===== config.mk =====
export PLATFORM = sky130hd
export DESIGN_NAME = radar_guard_zone_counter
export DESIGN_NICKNAME = d
export VERILOG_FILES = /design/src/hdl/rgz_pkg.sv /design/src/hdl/radar_guard_zone_counter.sv /design/src/hdl/rgz_lane.sv /design/src/hdl/rgz_merge.sv
export VERILOG_INCLUDE_DIRS = /design/src /design/src/hdl
export SDC_FILE = /design/constraint.sdc
export NUM_CORES = 1
export LEC_CHECK = 0
export BUFFER_PORTS_ARGS = -buffer_cell sky130_fd_sc_hd__buf_2
export CELL_PAD_IN_SITES_DETAIL_PLACEMENT = 1
export CELL_PAD_IN_SITES_GLOBAL_PLACEMENT = 2
export CORE_MARGIN = 2
export CORE_UTILIZATION = 30
export CTS_BUF_LIST = sky130_fd_sc_hd__clkbuf_8 sky130_fd_sc_hd__clkbuf_16
export DETAILED_ROUTE_END_ITERATION = 12
export HOLD_SLACK_MARGIN = 0.05
export PLACE_DENSITY = 0.74
export SYNTH_ARGS = -nofsm -noshare
export SYNTH_HDL_FRONTEND = slang
export SYNTH_SLANG_ARGS = --single-unit

===== constraint.sdc =====
create_clock -name aclk -period 4.9 [get_ports aclk]
set_clock_uncertainty 0.05 [all_clocks]
set_input_delay 0.735 -clock aclk [delete_from_list [all_inputs] [get_ports aclk]]
set_output_delay 0.735 -clock aclk [all_outputs]
set_load 0.1 [all_outputs]

===== src/hdl/radar_guard_zone_counter_defines.svh =====
// Assertion macros for the radar guard zone counter.
// Both forms expect a clock named aclk and an active-low reset named aresetn.
`ifndef RADAR_GUARD_ZONE_COUNTER_DEFINES_SVH
`define RADAR_GUARD_ZONE_COUNTER_DEFINES_SVH

`ifndef NO_ASSERTIONS

// Same-cycle implication.
`define RGZ_ASSERT_NOW(label, ante, cons) \
    label: assert property (@(posedge aclk) disable iff (!aresetn) (ante) |-> (cons)) \
        else $error("guard zone assertion failed");

// Next-cycle implication.
`define RGZ_ASSERT_NEXT(label, ante, cons) \
    label: assert property (@(posedge aclk) disable iff (!aresetn) (ante) |=> (cons)) \
        else $error("guard zone assertion failed");

`else

`define RGZ_ASSERT_NOW(label, ante, cons)
`define RGZ_ASSERT_NEXT(label, ante, cons)

`endif

`endif


===== src/hdl/rgz_pkg.sv =====
package rgz_pkg;

    localparam int LANES      = 4;
    localparam int BINS       = 512;
    localparam int BEARING_W  = 11;
    localparam int FIRST_W    = 9;
    localparam int AMP_W      = 8;
    localparam int BIN_W      = 10;
    localparam int LANE_BIN_W = 10;
    localparam int RUN_W      = 21;
    localparam int BOGEY_W    = 22;
    localparam int HIT_CNT_W  = $clog2(LANES + 1);

    localparam int S_TDATA_W  = 56;
    localparam int M_TDATA_W  = 24;

    localparam int CFG_INDEX_W = 3;
    localparam int CFG_DATA_W  = 11;

    localparam logic [CFG_INDEX_W-1:0] REG_ZONE_ENABLE   = 3'd0;
    localparam logic [CFG_INDEX_W-1:0] REG_ZONE_MODE     = 3'd1;
    localparam logic [CFG_INDEX_W-1:0] REG_START_BEARING = 3'd2;
    localparam logic [CFG_INDEX_W-1:0] REG_END_BEARING   = 3'd3;
    localparam logic [CFG_INDEX_W-1:0] REG_INNER_BIN     = 3'd4;
    localparam logic [CFG_INDEX_W-1:0] REG_OUTER_BIN     = 3'd5;
    localparam logic [CFG_INDEX_W-1:0] REG_AMP_THRESHOLD = 3'd6;

    localparam logic MODE_ARC    = 1'b0;
    localparam logic MODE_CIRCLE = 1'b1;

    localparam logic [AMP_W-1:0]   THRESHOLD_RESET = 8'd50;
    localparam logic [BIN_W-1:0]   LAST_BIN        = BIN_W'(BINS - 1);
    localparam logic [RUN_W-1:0]   RUN_MAX         = {RUN_W{1'b1}};
    localparam logic [BOGEY_W-1:0] BOGEY_NONE      = {BOGEY_W{1'b1}};

    typedef struct packed {
        logic [BIN_W-1:0] inner;
        logic [BIN_W-1:0] hi;
        logic [AMP_W-1:0] threshold;
    } window_t;

    typedef struct packed {
        logic mode;
        logic inner_ok;
    } zone_t;

    typedef struct packed {
        logic [LANES-1:0]     hits;
        logic [BEARING_W-1:0] bearing;
        logic                 eos;
        logic                 arc_active;
    } stage_t;

endpackage


===== src/hdl/radar_guard_zone_counter.sv =====
// Radar guard zone counter.
// Input stream s_*: one request per cycle while not stalled, each carrying four amplitude lanes of one
// spoke (bins first_bin..first_bin+3), the bearing, and tlast on the last request of
// the spoke. Each lane compares its bin against the zone window and its amplitude
// against the threshold; a merge stage adds the lane hits into the running count.
// Result stream m_*: one request per spoke end while the zone is enabled, carrying
// the latched zone count (-1 until a pass completes) and a flag on tuser that is set
// when this spoke end latched a new count.
// Throughput: one input request every cycle unless a spoke end waits on a stalled receiver.
// Latency: two register stages; a spoke end passes the stage register and then the output
// register before it shows on m_tvalid.
// A stalled receiver holds a spoke end in the stage register and the input behind it; other
// requests keep flowing while a result waits in the output register.
// Configuration: cfg_valid/cfg_index/cfg_data, always ready; a write to any listed
// register also clears the counting state. Write only while the block is idle.
// Reset (aresetn low, synchronous) disables the zone, sets the threshold to 50 and
// the zone count to -1.
module radar_guard_zone_counter (
    input  logic                              aclk,
    input  logic                              aresetn,
    input  logic                              cfg_valid,
    output logic                              cfg_ready,
    input  logic [rgz_pkg::CFG_INDEX_W-1:0]   cfg_index,
    input  logic [rgz_pkg::CFG_DATA_W-1:0]    cfg_data,
    input  logic                              s_tvalid,
    output logic                              s_tready,
    // bearing[10:0], first_bin[19:11], amp_lane0[27:20], amp_lane1[35:28],
    // amp_lane2[43:36], amp_lane3[51:44], zero pad [55:52]
    input  logic [rgz_pkg::S_TDATA_W-1:0]     s_tdata,
    // end_of_spoke
    input  logic                              s_tlast,
    output logic                              m_tvalid,
    input  logic                              m_tready,
    // zone_count[21:0], zero pad [23:22]
    output logic [rgz_pkg::M_TDATA_W-1:0]     m_tdata,
    // count_updated
    output logic                              m_tuser
);

    localparam int BO = 0;
    localparam int FO = BO + rgz_pkg::BEARING_W;
    localparam int AO = FO + rgz_pkg::FIRST_W;

    logic                          enable_reg;
    logic                          mode_reg;
    logic [rgz_pkg::BEARING_W-1:0] start_reg;
    logic [rgz_pkg::BEARING_W-1:0] end_reg;
    logic [rgz_pkg::BIN_W-1:0]     inner_reg;
    logic [rgz_pkg::BIN_W-1:0]     outer_reg;
    logic [rgz_pkg::AMP_W-1:0]     threshold_reg;

    logic                          cfg_write;
    logic                          cfg_clear;
    rgz_pkg::window_t              window;
    rgz_pkg::zone_t                zone;

    logic [rgz_pkg::BEARING_W-1:0] in_bearing;
    logic [rgz_pkg::FIRST_W-1:0]   in_first;
    logic                          arc_hit;
    logic                          counting;
    logic [rgz_pkg::LANES-1:0]     lane_hit;

    logic                          s1_valid_reg, s1_valid_next;
    rgz_pkg::stage_t               s1_reg, s1_next;
    logic                          stage_ready;
    logic                          in_accept;

    // configuration registers
    assign cfg_ready = 1'b1;
    assign cfg_write = cfg_valid && cfg_ready;
    assign cfg_clear = cfg_write && (cfg_index <= rgz_pkg::REG_AMP_THRESHOLD);

    always_ff @(posedge aclk) begin
        if (!aresetn) begin
            enable_reg    <= 1'b0;
            mode_reg      <= rgz_pkg::MODE_ARC;
            start_reg     <= '0;
            end_reg       <= '0;
            inner_reg     <= '0;
            outer_reg     <= '0;
            threshold_reg <= rgz_pkg::THRESHOLD_RESET;
        end else if (cfg_write) begin
            case (cfg_index)
                rgz_pkg::REG_ZONE_ENABLE:   enable_reg    <= cfg_data[0];
                rgz_pkg::REG_ZONE_MODE:     mode_reg      <= cfg_data[0];
                rgz_pkg::REG_START_BEARING: start_reg     <= cfg_data[rgz_pkg::BEARING_W-1:0];
                rgz_pkg::REG_END_BEARING:   end_reg       <= cfg_data[rgz_pkg::BEARING_W-1:0];
                rgz_pkg::REG_INNER_BIN:     inner_reg     <= cfg_data[rgz_pkg::BIN_W-1:0];
                rgz_pkg::REG_OUTER_BIN:     outer_reg     <= cfg_data[rgz_pkg::BIN_W-1:0];
                rgz_pkg::REG_AMP_THRESHOLD: threshold_reg <= cfg_data[rgz_pkg::AMP_W-1:0];
                default: ;
            endcase
        end
    end

    assign window.inner     = inner_reg;
    assign window.hi        = (outer_reg > rgz_pkg::LAST_BIN) ? rgz_pkg::LAST_BIN : outer_reg;
    assign window.threshold = threshold_reg;
    assign zone.mode        = mode_reg;
    assign zone.inner_ok    = int'(inner_reg) < rgz_pkg::BINS;

    // lane stage
    assign in_bearing = s_tdata[FO-1:BO];
    assign in_first   = s_tdata[AO-1:FO];

    // start equal to end covers the whole circle
    assign arc_hit = ((in_bearing >= start_reg) && (in_bearing < end_reg))
                     || ((start_reg >= end_reg)
                         && ((in_bearing >= start_reg) || (in_bearing < end_reg)));
    assign counting = (mode_reg == rgz_pkg::MODE_ARC) ? (arc_hit && zone.inner_ok)
                                                      : zone.inner_ok;

    for (genvar l = 0; l < rgz_pkg::LANES; l++) begin : g_lane
        rgz_lane u_lane (
            .window   (window),
            .bin      (rgz_pkg::LANE_BIN_W'(in_first) + rgz_pkg::LANE_BIN_W'(l)),
            .amp      (s_tdata[AO + l*rgz_pkg::AMP_W +: rgz_pkg::AMP_W]),
            .counting (counting),
            .hit      (lane_hit[l])
        );
    end

    assign s_tready  = !s1_valid_reg || stage_ready;
    assign in_accept = s_tvalid && s_tready;

    always_comb begin
        s1_next            = s1_reg;
        s1_valid_next      = s1_valid_reg && !stage_ready;
        if (in_accept) begin
            s1_next.hits       = lane_hit;
            s1_next.bearing    = in_bearing;
            s1_next.eos        = s_tlast;
            s1_next.arc_active = arc_hit;
            // requests taken while disabled leave no trace
            s1_valid_next      = enable_reg;
        end
    end

    always_ff @(posedge aclk) begin
        if (!aresetn) begin
            s1_valid_reg <= 1'b0;
        end else begin
            s1_valid_reg <= s1_valid_next;
        end
    end

    always_ff @(posedge aclk) begin
        s1_reg <= s1_next;
    end

    rgz_merge u_merge (
        .aclk        (aclk),
        .aresetn     (aresetn),
        .clear       (cfg_clear),
        .zone        (zone),
        .s1_valid    (s1_valid_reg),
        .s1          (s1_reg),
        .stage_ready (stage_ready),
        .m_tvalid    (m_tvalid),
        .m_tready    (m_tready),
        .m_tdata     (m_tdata),
        .m_tuser     (m_tuser)
    );

endmodule


===== src/hdl/rgz_lane.sv =====
module rgz_lane (
    input  rgz_pkg::window_t                 window,
    input  logic [rgz_pkg::LANE_BIN_W-1:0]   bin,
    input  logic [rgz_pkg::AMP_W-1:0]        amp,
    input  logic                             counting,
    output logic                             hit
);

    logic [rgz_pkg::LANE_BIN_W-1:0] inner_ext;
    logic [rgz_pkg::LANE_BIN_W-1:0] hi_ext;

    assign inner_ext = rgz_pkg::LANE_BIN_W'(window.inner);
    assign hi_ext    = rgz_pkg::LANE_BIN_W'(window.hi);

    assign hit = counting && (bin >= inner_ext) && (bin <= hi_ext)
                 && (amp >= window.threshold);

endmodule


===== src/hdl/rgz_merge.sv =====
`include "radar_guard_zone_counter_defines.svh"

module rgz_merge (
    input  logic                            aclk,
    input  logic                            aresetn,
    input  logic                            clear,
    input  rgz_pkg::zone_t                  zone,
    input  logic                            s1_valid,
    input  rgz_pkg::stage_t                 s1,
    output logic                            stage_ready,
    output logic                            m_tvalid,
    input  logic                            m_tready,
    // zone_count[21:0], zero pad [23:22]
    output logic [rgz_pkg::M_TDATA_W-1:0]   m_tdata,
    // count_updated
    output logic                            m_tuser
);

    logic [rgz_pkg::RUN_W-1:0]     running_count_reg, running_count_next;
    logic [rgz_pkg::BOGEY_W-1:0]   latched_count_reg, latched_count_next;
    logic                          was_in_zone_reg, was_in_zone_next;
    logic [rgz_pkg::BEARING_W-1:0] prev_bearing_reg, prev_bearing_next;
    logic                          out_valid_reg, out_valid_next;
    logic [rgz_pkg::BOGEY_W-1:0]   out_count_reg, out_count_next;
    logic                          out_updated_reg, out_updated_next;

    logic [rgz_pkg::HIT_CNT_W-1:0] hit_cnt;
    logic [rgz_pkg::RUN_W:0]       sum;
    logic [rgz_pkg::RUN_W-1:0]     sat_count;
    logic                          active;
    logic                          fire;

    always_comb begin
        hit_cnt = '0;
        for (int l = 0; l < rgz_pkg::LANES; l++) begin
            hit_cnt = hit_cnt + rgz_pkg::HIT_CNT_W'(s1.hits[l]);
        end
    end

    assign sum       = {1'b0, running_count_reg} + (rgz_pkg::RUN_W + 1)'(hit_cnt);
    assign sat_count = (sum > {1'b0, rgz_pkg::RUN_MAX}) ? rgz_pkg::RUN_MAX
                                                         : sum[rgz_pkg::RUN_W-1:0];

    // circle mode: active while the bearing steps upward, so a bearing wrap ends a pass
    assign active = (zone.mode == rgz_pkg::MODE_ARC) ? s1.arc_active
                    : (zone.inner_ok && (s1.bearing > prev_bearing_reg));

    // a spoke end needs room in the output register, other items never wait
    assign stage_ready = !s1.eos || !out_valid_reg || m_tready;
    assign fire        = s1_valid && stage_ready;

    always_comb begin
        running_count_next = running_count_reg;
        latched_count_next = latched_count_reg;
        was_in_zone_next   = was_in_zone_reg;
        prev_bearing_next  = prev_bearing_reg;
        out_count_next     = out_count_reg;
        out_updated_next   = out_updated_reg;
        out_valid_next     = out_valid_reg && !m_tready;
        if (clear) begin
            running_count_next = '0;
            latched_count_next = rgz_pkg::BOGEY_NONE;
            was_in_zone_next   = 1'b0;
            prev_bearing_next  = '0;
        end else if (fire) begin
            running_count_next = sat_count;
            if (s1.eos) begin
                out_updated_next = 1'b0;
                if (was_in_zone_reg && !active) begin
                    latched_count_next = {1'b0, sat_count};
                    running_count_next = '0;
                    out_updated_next   = 1'b1;
                end
                was_in_zone_next  = active;
                prev_bearing_next = s1.bearing;
                out_count_next    = latched_count_next;
                out_valid_next    = 1'b1;
            end
        end
    end

    always_ff @(posedge aclk) begin
        if (!aresetn) begin
            running_count_reg <= '0;
            latched_count_reg <= rgz_pkg::BOGEY_NONE;
            was_in_zone_reg   <= 1'b0;
            prev_bearing_reg  <= '0;
            out_valid_reg     <= 1'b0;
        end else begin
            running_count_reg <= running_count_next;
            latched_count_reg <= latched_count_next;
            was_in_zone_reg   <= was_in_zone_next;
            prev_bearing_reg  <= prev_bearing_next;
            out_valid_reg     <= out_valid_next;
        end
    end

    always_ff @(posedge aclk) begin
        out_count_reg   <= out_count_next;
        out_updated_reg <= out_updated_next;
    end

    assign m_tvalid = out_valid_reg;
    assign m_tdata  = rgz_pkg::M_TDATA_W'(out_count_reg);
    assign m_tuser  = out_updated_reg;

    // a freshly latched count came from the 21-bit running count
    `RGZ_ASSERT_NOW(a_latched_nonneg, out_valid_reg && out_updated_reg, !out_count_reg[rgz_pkg::BOGEY_W-1])
    `RGZ_ASSERT_NEXT(a_clear_state, clear, running_count_reg == '0 && latched_count_reg == rgz_pkg::BOGEY_NONE && !was_in_zone_reg)
    `RGZ_ASSERT_NOW(a_result_source, $rose(out_valid_reg), $past(s1_valid && s1.eos && !clear))

endmodule

==> impl_metrics.tcl <==
set metrics [dict create \
    synth_mux_area_share_pct 0.4012 \
    finalCritPeriodShare_pct 74.08 \
    path_clk_slew_ps 60 \
    syn_inst 1152 \
    dp_hpwl_um 21720 \
    synth_common_cells "nand2_1 (184), ha_1 (160), dfxtp_1 (109)" \
    placed_cell_area_um2 10860 \
    vdd_drop_max_mv 0.2570 \
    synth_top_area_share_pct 21.86 \
    drc 0 \
    setup_slack_ps 1270 \
    die_w_um 186.4 \
    gr-total-overflow 0 \
    synth_fa_ha_area_share_pct 20.57 \
    synth_cell_type_count 62 \
    synth_edf_count 40 \
    tns_ps 0 \
    grt_max_degree 51 \
    core_area_um2 32620 \
    fin_util_pct 35.02 \
    wirelength_um 28250 \
    ys_top_cells_by_area "dfxtp_1 (22%), ha_1 (20%), edfxtp_1 (12%)" \
    worstPathRequired_ps 5180 \
    place_inst 1645 \
    intPower_mw 2.183 \
    instances_no_fill 1679 \
    cp-end-kind "flop" \
    yosys.area_share.simple_pct 16.50 \
    post_cts_resized 0 \
    arrival_ps 3910 \
    place_congestion 0.8241 \
    synth.most_common_cell "nand2_1" \
    setup-violations-final 0 \
    ctsHoldBuffers 0 \
    swShare_pct 26.79 \
    num_io_pins 104 \
    cts_buffers 17 \
    dp_slack_ps 829.8 \
    p_comb_share_pct 14.6 \
    grt_pass1_vias 8727 \
    clock_latency_ps 430 \
    async_flop_share_pct 0 \
    tightestPinTransition_ps 994.1 \
    drtAntennaViolNets 0 \
    yosysTopAreaCell "dfxtp_1" \
    synth_flop_cell "dfxtp_1" \
    grt_usage_pct 16.63 \
    syn_area_per_cell_um2 8.664 \
    numPortBuffers 96 \
    p_leak_nw 4.547 \
    synth_top_family_by_area "adder cells" \
    syn-cell-area_um2 9981 \
    period_minus_slack_ps 3630 \
    min_path_type "reg2reg" \
    path_class "reg2reg" \
    fillCellCount 3869 \
    grt_pass1_wl_um 46390 \
    wl_per_cell_um 16.83 \
    clockBufferDepth 2 \
    cts_setup_buffers 0 \
    drv_cap 0 \
    die-area_um2 34750 \
    firstDrtPassIters 4 \
    num_vias 8401 \
    cts.sinks 149 \
    layout-drive-gt1-share_pct 12.15 \
    p_per_area_nw_per_um2 261.0 \
    crit_path_max_fanout 17 \
    yosysWarnings 0 \
    power_switching_uw 798.7 \
    hold_violations 0 \
    p_total_mw 2.982 \
    initial_core_util_pct 30.60 \
    die_height_um 186.4 \
    areaGrowthSynthToFinish_pct 14.45 \
    rsz0062_at_grt "false" \
    ys_seq_elements 149 \
    nets 1460 \
    antenna_found_initial 3 \
    final-max-slew-violation-count 0 \
    vias_per_cell 5.004 \
    setup.worst_path.start_class "flop" \
    synth_xor_area_share_pct 3.071 \
    outcome "finished, final reports clean" \
    p_seq_share_pct 43.5 \
    clock.fmax_mhz 275.5 \
    drt_iter0_drc 305 \
    final_cell_area_um2 11420 \
    cts_tree "yes" \
    max_slew_margin_pct 33.66 \
    synth_compound_area_share_pct 20.15 \
    clockRootBuffer "clkbuf_16" \
    htree_levels 4 \
    yosysSeqAreaShare_pct 33.90 \
    hold_ws_ps 395.1 \
    std_cell_rows 66 \
    clkPwrFrac_pct 41.8 \
]
==> layout by cell type, fill, tap and decap left out, drive strengths merged, types with 4 or more instances in the layout <==
master   netlist  routed
nand2        184     184
ha           160     160
dfxtp        109     109
buf           12     103
inv           80      84
nor2          63      63
o21ai         57      57
a21boi        49      49
a21oi         44      44
edfxtp        40      40
nand3         37      37
a31oi         28      28
a211oi        25      25
clkbuf        44      22
xor2          18      18
xnor2         17      17
nor3          16      16
o21a          15      15
o211ai        15      15
o31ai         15      15
nand4         15      15
nand2b        13      13
a21o          12      12
a2111oi       11      11
nor2b          8       8
nor4           8       8
conb           2       6
and3           5       5
and2           5       5
clkinv         0       5
or3            4       4
or2            4       4
mux2i          4       4
a211o          4       4
==> cells by family (layout without fill, tap and decap cells) <==
group	count (synthesis)	in the layout
AOI/OAI and AO/OA	297	297
xor gates and xnor gates	35	35
adders and majority gates	163	163
buffers and inverters	136	215
DFF	149	149
muxes	4	4
other	2	8
and+or+nand+nor	366	366
==> final cells by class <==
| cell class | count | area [um^2] | share of cell area [%] |
|---|---|---|---|
| clock inverter | 10 | 57.56 | 0.5038 |
| multi-input combinational | 871 | 6086 | 53.27 |
| inverter | 80 | 300.3 | 2.629 |
| tap | 442 | 553.0 | 4.841 |
| clock buffer | 22 | 505.5 | 4.425 |
| antenna | 2 | 5.005 | 0.04381 |
| timing repair buffer | 103 | 533.0 | 4.666 |
| sequential | 149 | 3383 | 29.62 |
==> worst max-delay path, stage by stage (launching register included) <==
cell and delay, ps:
edfxtp_1 370, ha_1 280, inv_1 40, fa_1 360
inv_1 70, ha_1 260, ha_1 290, a211oi_1 130
nor4_4 530, and2_1 670, nor2_1 190, o31ai_1 290
==> worst paths after layout <==
check,startpoint,end,slack [ps],depth (start not counted)
min,u_merge.latched_count_reg[21]$_SDFFE_PP1P_,u_merge.latched_count_reg[21]$_SDFFE_PP1P_,400,1
max reg2reg,s1_reg[14]$_DFFE_PP_,u_merge.running_count_reg[11]$_SDFFE_PP0P_,1270,11
max,s1_reg[14]$_DFFE_PP_,u_merge.running_count_reg[11]$_SDFFE_PP0P_,1270,11
min reg2reg,u_merge.latched_count_reg[21]$_SDFFE_PP1P_,u_merge.latched_count_reg[21]$_SDFFE_PP1P_,400,1
==> routing by layer <==
metal / vias to the layer above / GRT usage [%] / wire length (um) / share of wire (%)
met4: 2 / 4.092 / 377 / 1.3
li1: 4257 / - / - / -
met1: 4001 / 21.35 / 13150 / 47
met5: - / 0 / 13 / 0.046
met3: 25 / 3.404 / 1083 / 3.8
met2: 116 / 28.50 / 13630 / 48
==> power groups by stage <==
stage / clock [mW] / sequential [mW] / combinational (mW)
after CTS: 1.28 / 1.30 / 0.442
after detailed placement: 0 / 1.33 / 0.438
after global placement: 0 / 1.33 / 0.424
final: 1.25 / 1.30 / 0.436
after global routing: 1.34 / 1.30 / 0.501
after floorplan: 0 / 1.32 / 0.289
(Power assumes the default switching activity.)
